### config.mk
export PLATFORM = sky130hd
export DESIGN_NAME = nearest_prototype_color_classifier_top
export DESIGN_NICKNAME = d
export VERILOG_FILES = /design/src/npcc_pkg.sv /design/src/npcc_dist.sv /design/src/nearest_prototype_color_classifier_top.sv
export SDC_FILE = /design/constraint.sdc
export NUM_CORES = 2
export LEC_CHECK = 0
export ABC_AREA = 1
export BUFFER_PORTS_ARGS = -buffer_cell sky130_fd_sc_hd__buf_4
export CORE_MARGIN = 8
export CORE_UTILIZATION = 45
export DETAILED_ROUTE_END_ITERATION = 6
export MAX_ROUTING_LAYER = met4
export PLACE_DENSITY = 0.71
export SLEW_MARGIN = 20
export SYNTH_ARGS = -nofsm -noshare
export SYNTH_HDL_FRONTEND = slang
export SYNTH_SLANG_ARGS = --single-unit
export TNS_END_PERCENT = 20
### constraint.sdc
create_clock -name clk -period 6.5 [get_ports clk]
set_clock_uncertainty 0.1 [all_clocks]
set_input_delay 0 -clock clk [delete_from_list [all_inputs] [get_ports clk]]
set_output_delay 0 -clock clk [all_outputs]
set_load 0.01 [all_outputs]
### src/npcc_pkg.sv
// Shared types, constants and helpers of the nearest-prototype color classifier.
package npcc_pkg;

    // Default table depth.
    localparam int MAX_ENTRIES_DEF = 64;

    // Field widths fixed by the item formats.
    localparam int CH_W      = 8;
    localparam int LAB_W     = 3;
    localparam int IN_IDX_W  = 6;
    localparam int OUT_IDX_W = 6;
    localparam int DIST_W    = 18;
    localparam int SQ_W      = 2 * CH_W;
    localparam int CNT_CFG_W = 7;

    // Configuration port geometry.
    localparam int APB_ADDR_W = 3;
    localparam int APB_DATA_W = 32;
    localparam int REG_SEL_BIT = 2;

    // Item kinds.
    localparam logic KIND_LOAD     = 1'b0;
    localparam logic KIND_CLASSIFY = 1'b1;

    // Register indexes, selected by one address bit.
    localparam logic REG_ENTRY_COUNT    = 1'b0;
    localparam logic REG_NO_MATCH_BOUND = 1'b1;

    // Register reset values.
    localparam logic [CNT_CFG_W-1:0] ENTRY_COUNT_RST = 7'd49;
    localparam logic [DIST_W-1:0]    BOUND_RST       = 18'd85025;

    typedef struct packed {
        logic                 kind;
        logic [IN_IDX_W-1:0]  entry_index;
        logic [CH_W-1:0]      chan_l;
        logic [CH_W-1:0]      chan_a;
        logic [CH_W-1:0]      chan_b;
        logic [LAB_W-1:0]     entry_label;
    } item_t;

    typedef struct packed {
        logic [LAB_W-1:0]     label;
        logic [OUT_IDX_W-1:0] best_index;
        logic [DIST_W-1:0]    best_distance;
        logic                 matched;
    } result_t;

    typedef struct packed {
        logic [CH_W-1:0] l;
        logic [CH_W-1:0] a;
        logic [CH_W-1:0] b;
    } chan_t;

    // One table entry: 27 bits.
    typedef struct packed {
        logic [LAB_W-1:0] lab;
        chan_t            ch;
    } entry_t;

    // Square of the absolute difference of two channel values.
    function automatic logic [SQ_W-1:0] sq_diff(input logic [CH_W-1:0] p,
                                                 input logic [CH_W-1:0] q);
        logic [CH_W-1:0] d;
        d = (p >= q) ? (p - q) : (q - p);
        return SQ_W'(d) * SQ_W'(d);
    endfunction

endpackage

### src/npcc_dist.sv
// Pipelined squared-distance unit: registered channel squares, summed at the output.
module npcc_dist (
    input  logic                  clk,
    input  logic                  en,
    input  npcc_pkg::chan_t       pix,
    input  npcc_pkg::chan_t       proto,
    output logic [npcc_pkg::DIST_W-1:0] dist_sum
);
    import npcc_pkg::*;

    logic [SQ_W-1:0] sq_l_reg;
    logic [SQ_W-1:0] sq_a_reg;
    logic [SQ_W-1:0] sq_b_reg;

    // One 8x8 square per channel, registered.
    always_ff @(posedge clk)
    begin
        if (en)
        begin
            sq_l_reg <= sq_diff(proto.l, pix.l);
            sq_a_reg <= sq_diff(proto.a, pix.a);
            sq_b_reg <= sq_diff(proto.b, pix.b);
        end
    end

    // The sum of three squares fits in 18 bits.
    assign dist_sum = DIST_W'(sq_l_reg) + DIST_W'(sq_a_reg) + DIST_W'(sq_b_reg);

endmodule

### src/nearest_prototype_color_classifier_top.sv
// Top level of the nearest-prototype color classifier.
//
// Input channel (item_valid, item_stall, item): a load item writes one prototype
// entry and gives no result; a load whose index is beyond the
// table is dropped. A classify item walks entries 0 .. entry_count-1 of the
// table memory, one entry per cycle through its single read port, and gives one
// result item on (result_valid, result_stall, result).
// The entry count is clipped to the table. A classify item holds the input
// stalled while the search runs; the result item is loaded into the output
// register at the edge that ends the stall, and the next item can be taken
// after that edge. The read port sets the pace of the search.
// The result sits in an output register: while the receiver stalls it holds
// steady, and the block still takes load items; a following classify finishes
// its search and then waits until the register is free.
// Configuration registers sit on an APB port: entry_count at address 0 and
// no_match_bound at address 4. Write them only while the block is idle.
// Reset clears the control state and the registers (entry_count 49,
// no_match_bound 85025). The table memory is not cleared: load every entry
// before a classify reaches it.
module nearest_prototype_color_classifier_top #(
    parameter int MAX_ENTRIES = npcc_pkg::MAX_ENTRIES_DEF
) (
    input  logic                              clk,
    input  logic                              rst_n,
    input  logic                              psel,
    input  logic                              penable,
    input  logic                              pwrite,
    input  logic [npcc_pkg::APB_ADDR_W-1:0]   paddr,
    input  logic [npcc_pkg::APB_DATA_W-1:0]   pwdata,
    output logic [npcc_pkg::APB_DATA_W-1:0]   prdata,
    output logic                              pready,
    input  logic                              item_valid,
    output logic                              item_stall,
    input  npcc_pkg::item_t                   item,
    output logic                              result_valid,
    input  logic                              result_stall,
    output npcc_pkg::result_t                 result
);
    import npcc_pkg::*;

    localparam int IDX_W = (MAX_ENTRIES > 1) ? $clog2(MAX_ENTRIES) : 1;
    localparam int CNT_W = $clog2(MAX_ENTRIES + 1);

    localparam logic [1:0] ST_IDLE = 2'd0;
    localparam logic [1:0] ST_RUN  = 2'd1;
    localparam logic [1:0] ST_DONE = 2'd2;

    // Configuration registers.
    logic [CNT_CFG_W-1:0] entry_count_reg;
    logic [DIST_W-1:0]    bound_reg;

    // Sequencer.
    logic [1:0]       state_reg;
    logic             issue_reg;
    logic [IDX_W-1:0] rd_addr_reg;
    logic             rd_v_reg;
    logic [IDX_W-1:0] rd_idx_reg;
    logic             sq_v_reg;
    logic [IDX_W-1:0] sq_idx_reg;
    logic             sq_use_reg;
    logic [LAB_W-1:0] sq_lab_reg;

    // Search context and running minimum.
    chan_t            pix_reg;
    logic [CNT_W-1:0] n_reg;
    logic [IDX_W-1:0] last_reg;
    logic [DIST_W-1:0] best_dist_reg;
    logic [IDX_W-1:0] best_idx_reg;
    logic [LAB_W-1:0] best_lab_reg;
    logic [LAB_W-1:0] lab0_reg;
    logic             hit_reg;

    // Output register.
    logic    result_valid_reg;
    result_t result_reg;

    // Table memory and its registered read data.
    entry_t mem [MAX_ENTRIES];
    entry_t rd_q_reg;

    logic             cfg_wr;
    logic             item_acc;
    logic             load_wr;
    logic             classify_start;
    logic [CNT_W-1:0] n_sat;
    logic [IDX_W-1:0] last_sat;
    logic [DIST_W-1:0] sq_dist;
    logic             done;
    logic             slot_free;
    logic             better;

    // Configuration port: always ready, one address bit picks the register.
    assign pready = 1'b1;
    assign cfg_wr = psel && penable && pwrite;

    always_ff @(posedge clk or negedge rst_n)
    begin
        if (!rst_n)
        begin
            entry_count_reg <= ENTRY_COUNT_RST;
            bound_reg       <= BOUND_RST;
        end
        else if (cfg_wr)
        begin
            case (paddr[REG_SEL_BIT])
                REG_ENTRY_COUNT:    entry_count_reg <= pwdata[CNT_CFG_W-1:0];
                REG_NO_MATCH_BOUND: bound_reg       <= pwdata[DIST_W-1:0];
                default:            ;
            endcase
        end
    end

    always_comb
    begin
        case (paddr[REG_SEL_BIT])
            REG_ENTRY_COUNT:    prdata = APB_DATA_W'(entry_count_reg);
            REG_NO_MATCH_BOUND: prdata = APB_DATA_W'(bound_reg);
            default:            prdata = '0;
        endcase
    end

    // Input handshake: items are taken only while the sequencer is idle.
    assign item_stall     = (state_reg != ST_IDLE);
    assign item_acc       = item_valid && !item_stall;
    assign load_wr        = item_acc && (item.kind == KIND_LOAD) &&
                            (int'(item.entry_index) < MAX_ENTRIES);
    assign classify_start = item_acc && (item.kind == KIND_CLASSIFY);

    // Entry count clipped to the table; at least entry 0 is always read.
    always_comb
    begin
        if (int'(entry_count_reg) > MAX_ENTRIES)
        begin
            n_sat = CNT_W'(MAX_ENTRIES);
        end
        else
        begin
            n_sat = CNT_W'(entry_count_reg);
        end
        last_sat = (n_sat == '0) ? '0 : IDX_W'(n_sat - 1'b1);
    end

    // Table memory: one write port for loads, one read port for the search.
    always_ff @(posedge clk)
    begin
        if (load_wr)
        begin
            mem[IDX_W'(item.entry_index)] <= '{lab: item.entry_label,
                                               ch: '{l: item.chan_l,
                                                     a: item.chan_a,
                                                     b: item.chan_b}};
        end
        if (issue_reg)
        begin
            rd_q_reg <= mem[rd_addr_reg];
        end
    end

    // Distance stage.
    npcc_dist u_dist (
        .clk      (clk),
        .en       (rd_v_reg),
        .pix      (pix_reg),
        .proto    (rd_q_reg.ch),
        .dist_sum (sq_dist)
    );

    assign done      = sq_v_reg && (sq_idx_reg == last_reg);
    assign slot_free = !result_valid_reg || !result_stall;
    assign better    = sq_v_reg && sq_use_reg && (sq_dist < best_dist_reg);

    // Sequencer control.
    always_ff @(posedge clk or negedge rst_n)
    begin
        if (!rst_n)
        begin
            state_reg        <= ST_IDLE;
            issue_reg        <= 1'b0;
            rd_addr_reg      <= '0;
            rd_v_reg         <= 1'b0;
            sq_v_reg         <= 1'b0;
            result_valid_reg <= 1'b0;
        end
        else
        begin
            rd_v_reg <= issue_reg;
            sq_v_reg <= rd_v_reg;

            // Read address walk.
            if (classify_start)
            begin
                issue_reg   <= 1'b1;
                rd_addr_reg <= '0;
            end
            else if (issue_reg)
            begin
                if (rd_addr_reg == last_reg)
                begin
                    issue_reg <= 1'b0;
                end
                else
                begin
                    rd_addr_reg <= rd_addr_reg + 1'b1;
                end
            end

            case (state_reg)
                ST_IDLE:
                begin
                    if (classify_start)
                    begin
                        state_reg <= ST_RUN;
                    end
                end
                ST_RUN:
                begin
                    if (done)
                    begin
                        state_reg <= ST_DONE;
                    end
                end
                ST_DONE:
                begin
                    if (slot_free)
                    begin
                        state_reg <= ST_IDLE;
                    end
                end
                default:
                begin
                    state_reg <= ST_IDLE;
                end
            endcase

            // Output register valid.
            if ((state_reg == ST_DONE) && slot_free)
            begin
                result_valid_reg <= 1'b1;
            end
            else if (!result_stall)
            begin
                result_valid_reg <= 1'b0;
            end
        end
    end

    // Search datapath: pipeline tags, running minimum and result.
    always_ff @(posedge clk)
    begin
        if (classify_start)
        begin
            pix_reg       <= '{l: item.chan_l, a: item.chan_a, b: item.chan_b};
            n_reg         <= n_sat;
            last_reg      <= last_sat;
            best_dist_reg <= bound_reg;
            best_idx_reg  <= '0;
            hit_reg       <= 1'b0;
        end
        else if (better)
        begin
            best_dist_reg <= sq_dist;
            best_idx_reg  <= sq_idx_reg;
            best_lab_reg  <= sq_lab_reg;
            hit_reg       <= 1'b1;
        end

        rd_idx_reg <= rd_addr_reg;
        sq_idx_reg <= rd_idx_reg;
        sq_use_reg <= (CNT_W'(rd_idx_reg) < n_reg);
        sq_lab_reg <= rd_q_reg.lab;

        // Entry 0 supplies the label when nothing beats the bound.
        if (rd_v_reg && (rd_idx_reg == '0))
        begin
            lab0_reg <= rd_q_reg.lab;
        end

        if ((state_reg == ST_DONE) && slot_free)
        begin
            result_reg <= '{label:         hit_reg ? best_lab_reg : lab0_reg,
                            best_index:    OUT_IDX_W'(best_idx_reg),
                            best_distance: best_dist_reg,
                            matched:       hit_reg};
        end
    end

    assign result_valid = result_valid_reg;
    assign result       = result_reg;

endmodule

== Word level (Yosys, flattened, before mapping) ==
Memory sizes are Yosys's and may differ from the RTL's. A register that Yosys moved wholly into a read port is not among the register bits.
Cells that the tools add are included.
Widths: inputs -> output; s select.
Operators by class
  reduce and logical (&&, ||, !) cells: 25
  $mul: 3
  $lt $le $gt $ge: 6
  muxes and demuxes: 22
  add/subtract/negate cells: 10
  equality and inequality tests: 9
  shift operators: 0
  divide/modulo/power cells: 0
  bitwise operators: 3
Operator list (count)
  $pmux 32 s2: 1
  $mul 8x8->16: 3
  $sub 8x8->8: 6
  $mux 18: 2
  $ge 8x8->1: 3
  $mux 8: 3
  $add 18x16->18: 1
  $lt 18x18->1: 1
  $mux 6: 3
  $add 16x16->17: 1
  $eq 6x6->1: 2
  $logic_and 1x1->1: 10
  $ne 2x2->1 const B: 4
  $reduce_and 2->1: 4
  $gt 7x7->1 const B: 1
  $logic_not 7->1: 1
  $lt 6x7->1: 1
  $mux 1: 7
  $mux 7: 1
  $add 6x1->6 const B: 1
  $logic_not 6->1: 1
  $mux 2: 3
  $pmux 2 s3: 1
  $reduce_bool 2->1: 3
  10 further kinds: 14
Storage, ports and cells
  memories kept: 1
  input port bits: 76
  logic and storage cells: 108
  ROM bits: 0
  bits in writable memories: 1728
  latch bits: 0
  output and inout port bits: 63
  flip-flop bits (word level): 197
Memory list
  mem: depth 64, bits a word 27, read ports 1, clocked after Yosys merged registers in 1, write ports 1, line nearest_prototype_color_classifier_top.sv:78  | entry_t mem [MAX_ENTRIES];

== Longest topological paths before layout ==
  depth after elaboration: 6
  mapped depth: 32
  depth with buffers taken out: 32

== Modules after synthesis ==
From an unflattened synthesis, not the netlist that was laid out.
Second synthesis, totals
  cell total of the unflattened synthesis: 8399
  area total of the unflattened synthesis: 88906.5 sq um
By module, submodules not included
  nearest_prototype_color_classifier_top: sequential area each 56770.7 sq um, cells each 7102, times used 1, area an instance 78873.1 sq um
  npcc_dist: sequential area each 1351.3 sq um, cells each 1297, times used 1, area an instance 10033.4 sq um

== Worst setup path after synthesis ==
No wires, ideal clock.
  path kind: reg-to-reg
  start point: register rd_q_reg[0] (netlist name)
  end point: register u_dist.sq_b_reg[13] (data pin)
  stages on the path, launching flop included: 29
  arrival: 5.156 ns
  period minus slack after synthesis: 5.516 ns
  setup slack: 0.984 ns
  cell sequence: edfxtp_1 inv_1 ha_1 inv_1 fa_1 nand2_1 nand2_1 o21ai_1 nand2_2 inv_2 nand2_1 nand2_2 inv_2 nor2_1 inv_1 fa_1 inv_1 fa_1 inv_1 fa_1 fa_1 inv_1 ha_1 a21o_1 o21bai_1 a21oi_1 nor2_1 nor2_1 xnor2_1
Between the ends
  cells in the longest elaborated chain, start to end: 3
  elaborated cells between the ends (all ways): 5
  classes of those cells: 2 x add/sub; 1 x mul; 1 x order compare; 1 x mux
RTL lines
  $sub 8x8->8 / $ge 8x8->1 (equally long branches): line npcc_pkg.sv:65  | d = (p >= q) ? (p - q) : (q - p);
  $mux 8 *: line npcc_pkg.sv:65
  $mul 8x8->16 *: line npcc_pkg.sv:66  | return SQ_W'(d) * SQ_W'(d);
  end signal: assignment: line npcc_dist.sv:22  | sq_b_reg <= sq_diff(proto.b, pix.b);
  end: declaration: line npcc_dist.sv:13  | logic [SQ_W-1:0] sq_b_reg;
Every way passes the cells marked *; elsewhere a longest branch is shown, timed or not.
A chain may end at the register's enable or synchronous reset.

== Final worst setup path ==
  start point: register rd_q_reg[0] (netlist name)
  end point: register u_dist.sq_b_reg[13] (data pin)
Between the ends
  cells in the longest elaborated chain, start to end: 3
  elaborated cells between the ends (all ways): 5
  classes of those cells: 2 x add/sub; 1 x mul; 1 x order compare; 1 x mux
RTL lines (line)
  $sub 8x8->8 / $ge 8x8->1 (equally long branches): npcc_pkg.sv:65
  $mux 8 *: npcc_pkg.sv:65
  $mul 8x8->16 *: npcc_pkg.sv:66
Marks and branches as above.

==> flow_summary.json <==
{
  "final_common_cell": "edfxtp_1",
  "holdPathStages": 5,
  "maxCapViolCount": 0,
  "slew-limit-headroom_pct": 24.73,
  "design_area_um2": 94740,
  "globalRouteOverflowTotal": 0,
  "placed_area_um2": 88050,
  "cts_sinks": 1949,
  "vias": 56160,
  "rows": 159,
  "ff2ff_setup_slack_ns": 0.48,
  "drc": 0,
  "yosysSeqAreaShare_pct": 68.66,
  "ff2ff_path_depth": 28,
  "area_growth_pct": 11.93,
  "cts_htree_levels": 4,
  "fin_util_pct": 50.56,
  "netlist_instances": 7003,
  "run_status": "complete, no violations",
  "min_period_ns": 6.016,
  "met3_length_um": 21530,
  "syn-cell-area_um2": 84650,
  "drtIter0Drc": 7048,
  "grt_max_degree": 173,
  "async_reset_ff_share_pct": 1.898,
  "ant_nets": 0,
  "boundaryPins": 139,
  "place_congestion": 0.8695,
  "grt_use_total_pct": 22.00,
  "grt_pass1_vias": 53870,
  "finalHoldViolCount": 0,
  "wl_met1_um": 88940,
  "slew_viol_final": 0,
  "crit_path_end_kind": "flip-flop",
  "antenna_found_initial": 10,
  "worst_ep_arrival_time_ns": 6.47,
  "worst_hold_slack_ns": 0.09534,
  "hold_path.class": "in2reg",
  "die_h_um": 449.7,
  "portBuffers": 107,
  "syn_area_per_cell_um2": 12.09,
  "cts_tree": "yes",
  "ys_seq_elements": 1949,
  "numCtsBuffers": 187,
  "worst_slew_pin_slew_ns": 1.126,
  "critPathKind": "reg2reg",
  "layout_common_cells": "edfxtp_1, nor2_1, o21ai_0",
  "synth_edf_count": 1889,
  "core_area_um2": 187400,
  "synth_cell_types": 51,
  "tns_ns": 0,
  "cts_max_path_buffers": 3,
  "cts_root_buf": "clkbuf_16",
  "viasPerCell": 5.753,
  "finalSetupViolCount": 0,
  "largest_reg_flops": 1728,
  "worstPathRequired_ns": 6.96,
  "grt_pass1_wl_um": 334400,
  "wl_met2_um": 106100,
  "cts_resized": 0,
  "nNetsFinal": 7448,
  "fp.dieW_um": 449.7,
  "yosysWarnings": 0,
  "dr.pass1.iters": 5,
  "path_common_cell": "inv_1",
  "drive_gt1_share_pct": 8.334,
  "top_layer": "met4",
  "cp_slowest_cell": "fa_1",
  "hpwl_um": 123900,
  "clock_latency_ns": 0.82,
  "start_util_pct": 45.17,
  "critPathLaunchType": "flip-flop",
  "post-route-period-util_pct": 92.55,
  "ys.flop_type": "edfxtp_1",
  "wl_per_cell_um": 23.07,
  "crit_fanout": 9,
  "routed_wl_um": 225300,
  "clk_pin_slew_ns": 0.06,
  "rsz0062_at_grt": "false",
  "fill_cells": 15720,
  "cpPeakStageDelay_ns": 0.52,
  "die_area_um2": 202200,
  "fmax_mhz": 166.2
}
## worst paths after layout
check	to	startpoint
max	u_dist.sq_b_reg[13]$_DFFE_PP_	rd_q_reg[0]$_DFFE_PP_
min	mem[39][26]$_DFFE_PP_	item[29]
max reg2reg	u_dist.sq_b_reg[13]$_DFFE_PP_	rd_q_reg[0]$_DFFE_PP_
min reg2reg	sq_lab_reg[2]$_DFF_P_	rd_q_reg[26]$_DFFE_PP_
max in group asynchronous	bound_reg[14]$_DFFE_PN1P_	rst_n
min in group asynchronous	bound_reg[1]$_DFFE_PN0P_	rst_n
## critical path, delay by kind of cell, from the launching register on
| kind | cells | cell delay, ns |
|---|---|---|
| xor+xnor | 1 | 0.09 |
| flops | 1 | 0.39 |
| simple gates | 8 | 0.90 |
| compound gates | 4 | 0.79 |
| fa+ha+maj | 7 | 2.89 |
| buf+inv | 8 | 0.60 |
## logic make-up after synthesis
group,after synthesis,share of synthesized area (%)
DFF,1949,68.66
AOI/OAI and AO/OA,1577,10.51
adders and majority gates,268,4.671
xor gates and xnor gates,96,0.9933
and+or+nand+nor,2323,11.08
muxes,11,0.1463
buffers and inverters,777,3.926
other,2,0.008872
## synthesized netlist by cell type, types with 3 or more instances
cell | n | share of area (%)
edfxtp_1 | 1889 | 67
nor2_1 | 1299 | 5.8
o21ai_0 | 929 | 5.5
nand2_1 | 652 | 2.9
inv_1 | 361 | 1.6
clkbuf_1 | 228 | 1.0
nand3_1 | 226 | 1.3
o22ai_1 | 225 | 1.7
o211ai_1 | 198 | 1.8
ha_1 | 188 | 2.8
a21oi_1 | 123 | 0.73
nand4_1 | 100 | 0.74
buf_2 | 97 | 0.57
fa_1 | 80 | 1.9
xor2_1 | 62 | 0.64
o21ai_1 | 38 | 0.22
xnor2_1 | 34 | 0.35
buf_4 | 30 | 0.27
dfrtp_1 | 28 | 0.83
buf_1 | 26 | 0.12
buf_6 | 23 | 0.31
dfxtp_1 | 23 | 0.54
o221ai_1 | 15 | 0.16
inv_2 | 12 | 0.053
mux2_2 | 11 | 0.15
o21bai_1 | 11 | 0.098
dfstp_2 | 9 | 0.28
nand2_2 | 9 | 0.067
nor3_1 | 9 | 0.053
o211ai_2 | 9 | 0.13
a21o_1 | 8 | 0.071
nor4_1 | 7 | 0.052
or2_2 | 6 | 0.044
and2_1 | 4 | 0.030
nand3b_1 | 4 | 0.035
o21a_1 | 4 | 0.035
a21boi_0 | 3 | 0.027
a31oi_1 | 3 | 0.022
o2111ai_1 | 3 | 0.031
## stage by stage
stage,instances,setup WS [ns]
floorplan,7018,0.9839
global placement,9326,0.4196
detailed placement,9330,0.4236
CTS,9754,0.4427
global route,9759,0.03919
finish,9763,0.4844
## layer usage
layer	vias to the layer above	global-route usage, %
met5	-	-
met4	0	8.087
met3	418	3.855
met2	2697	34.64
met1	27760	28.89
li1	25290	-
## cell type report
| cell class | instances | area, µm² | area share (%) |
|---|---|---|---|
| clock buffers | 235 | 4975 | 5.251 |
| flip-flops and latches | 1949 | 58140 | 61.36 |
| repair buffers | 301 | 2700 | 2.850 |
| multi-input cells | 4292 | 23480 | 24.79 |
| inverters | 373 | 1420 | 1.499 |
| clock inverters | 109 | 884.6 | 0.9337 |
| well taps | 2495 | 3122 | 3.295 |
| diodes | 9 | 22.52 | 0.02377 |
## timing repair
action                                 4_1_cts  5_1_grt
buffers inserted                             0        0
endpoints found under the hold margin     1882        0
hold buffers                                80        0
Power is left out: the tool's default activity adds up to more than one toggle a clock period on the data nets, which glitch-free logic cannot reach.
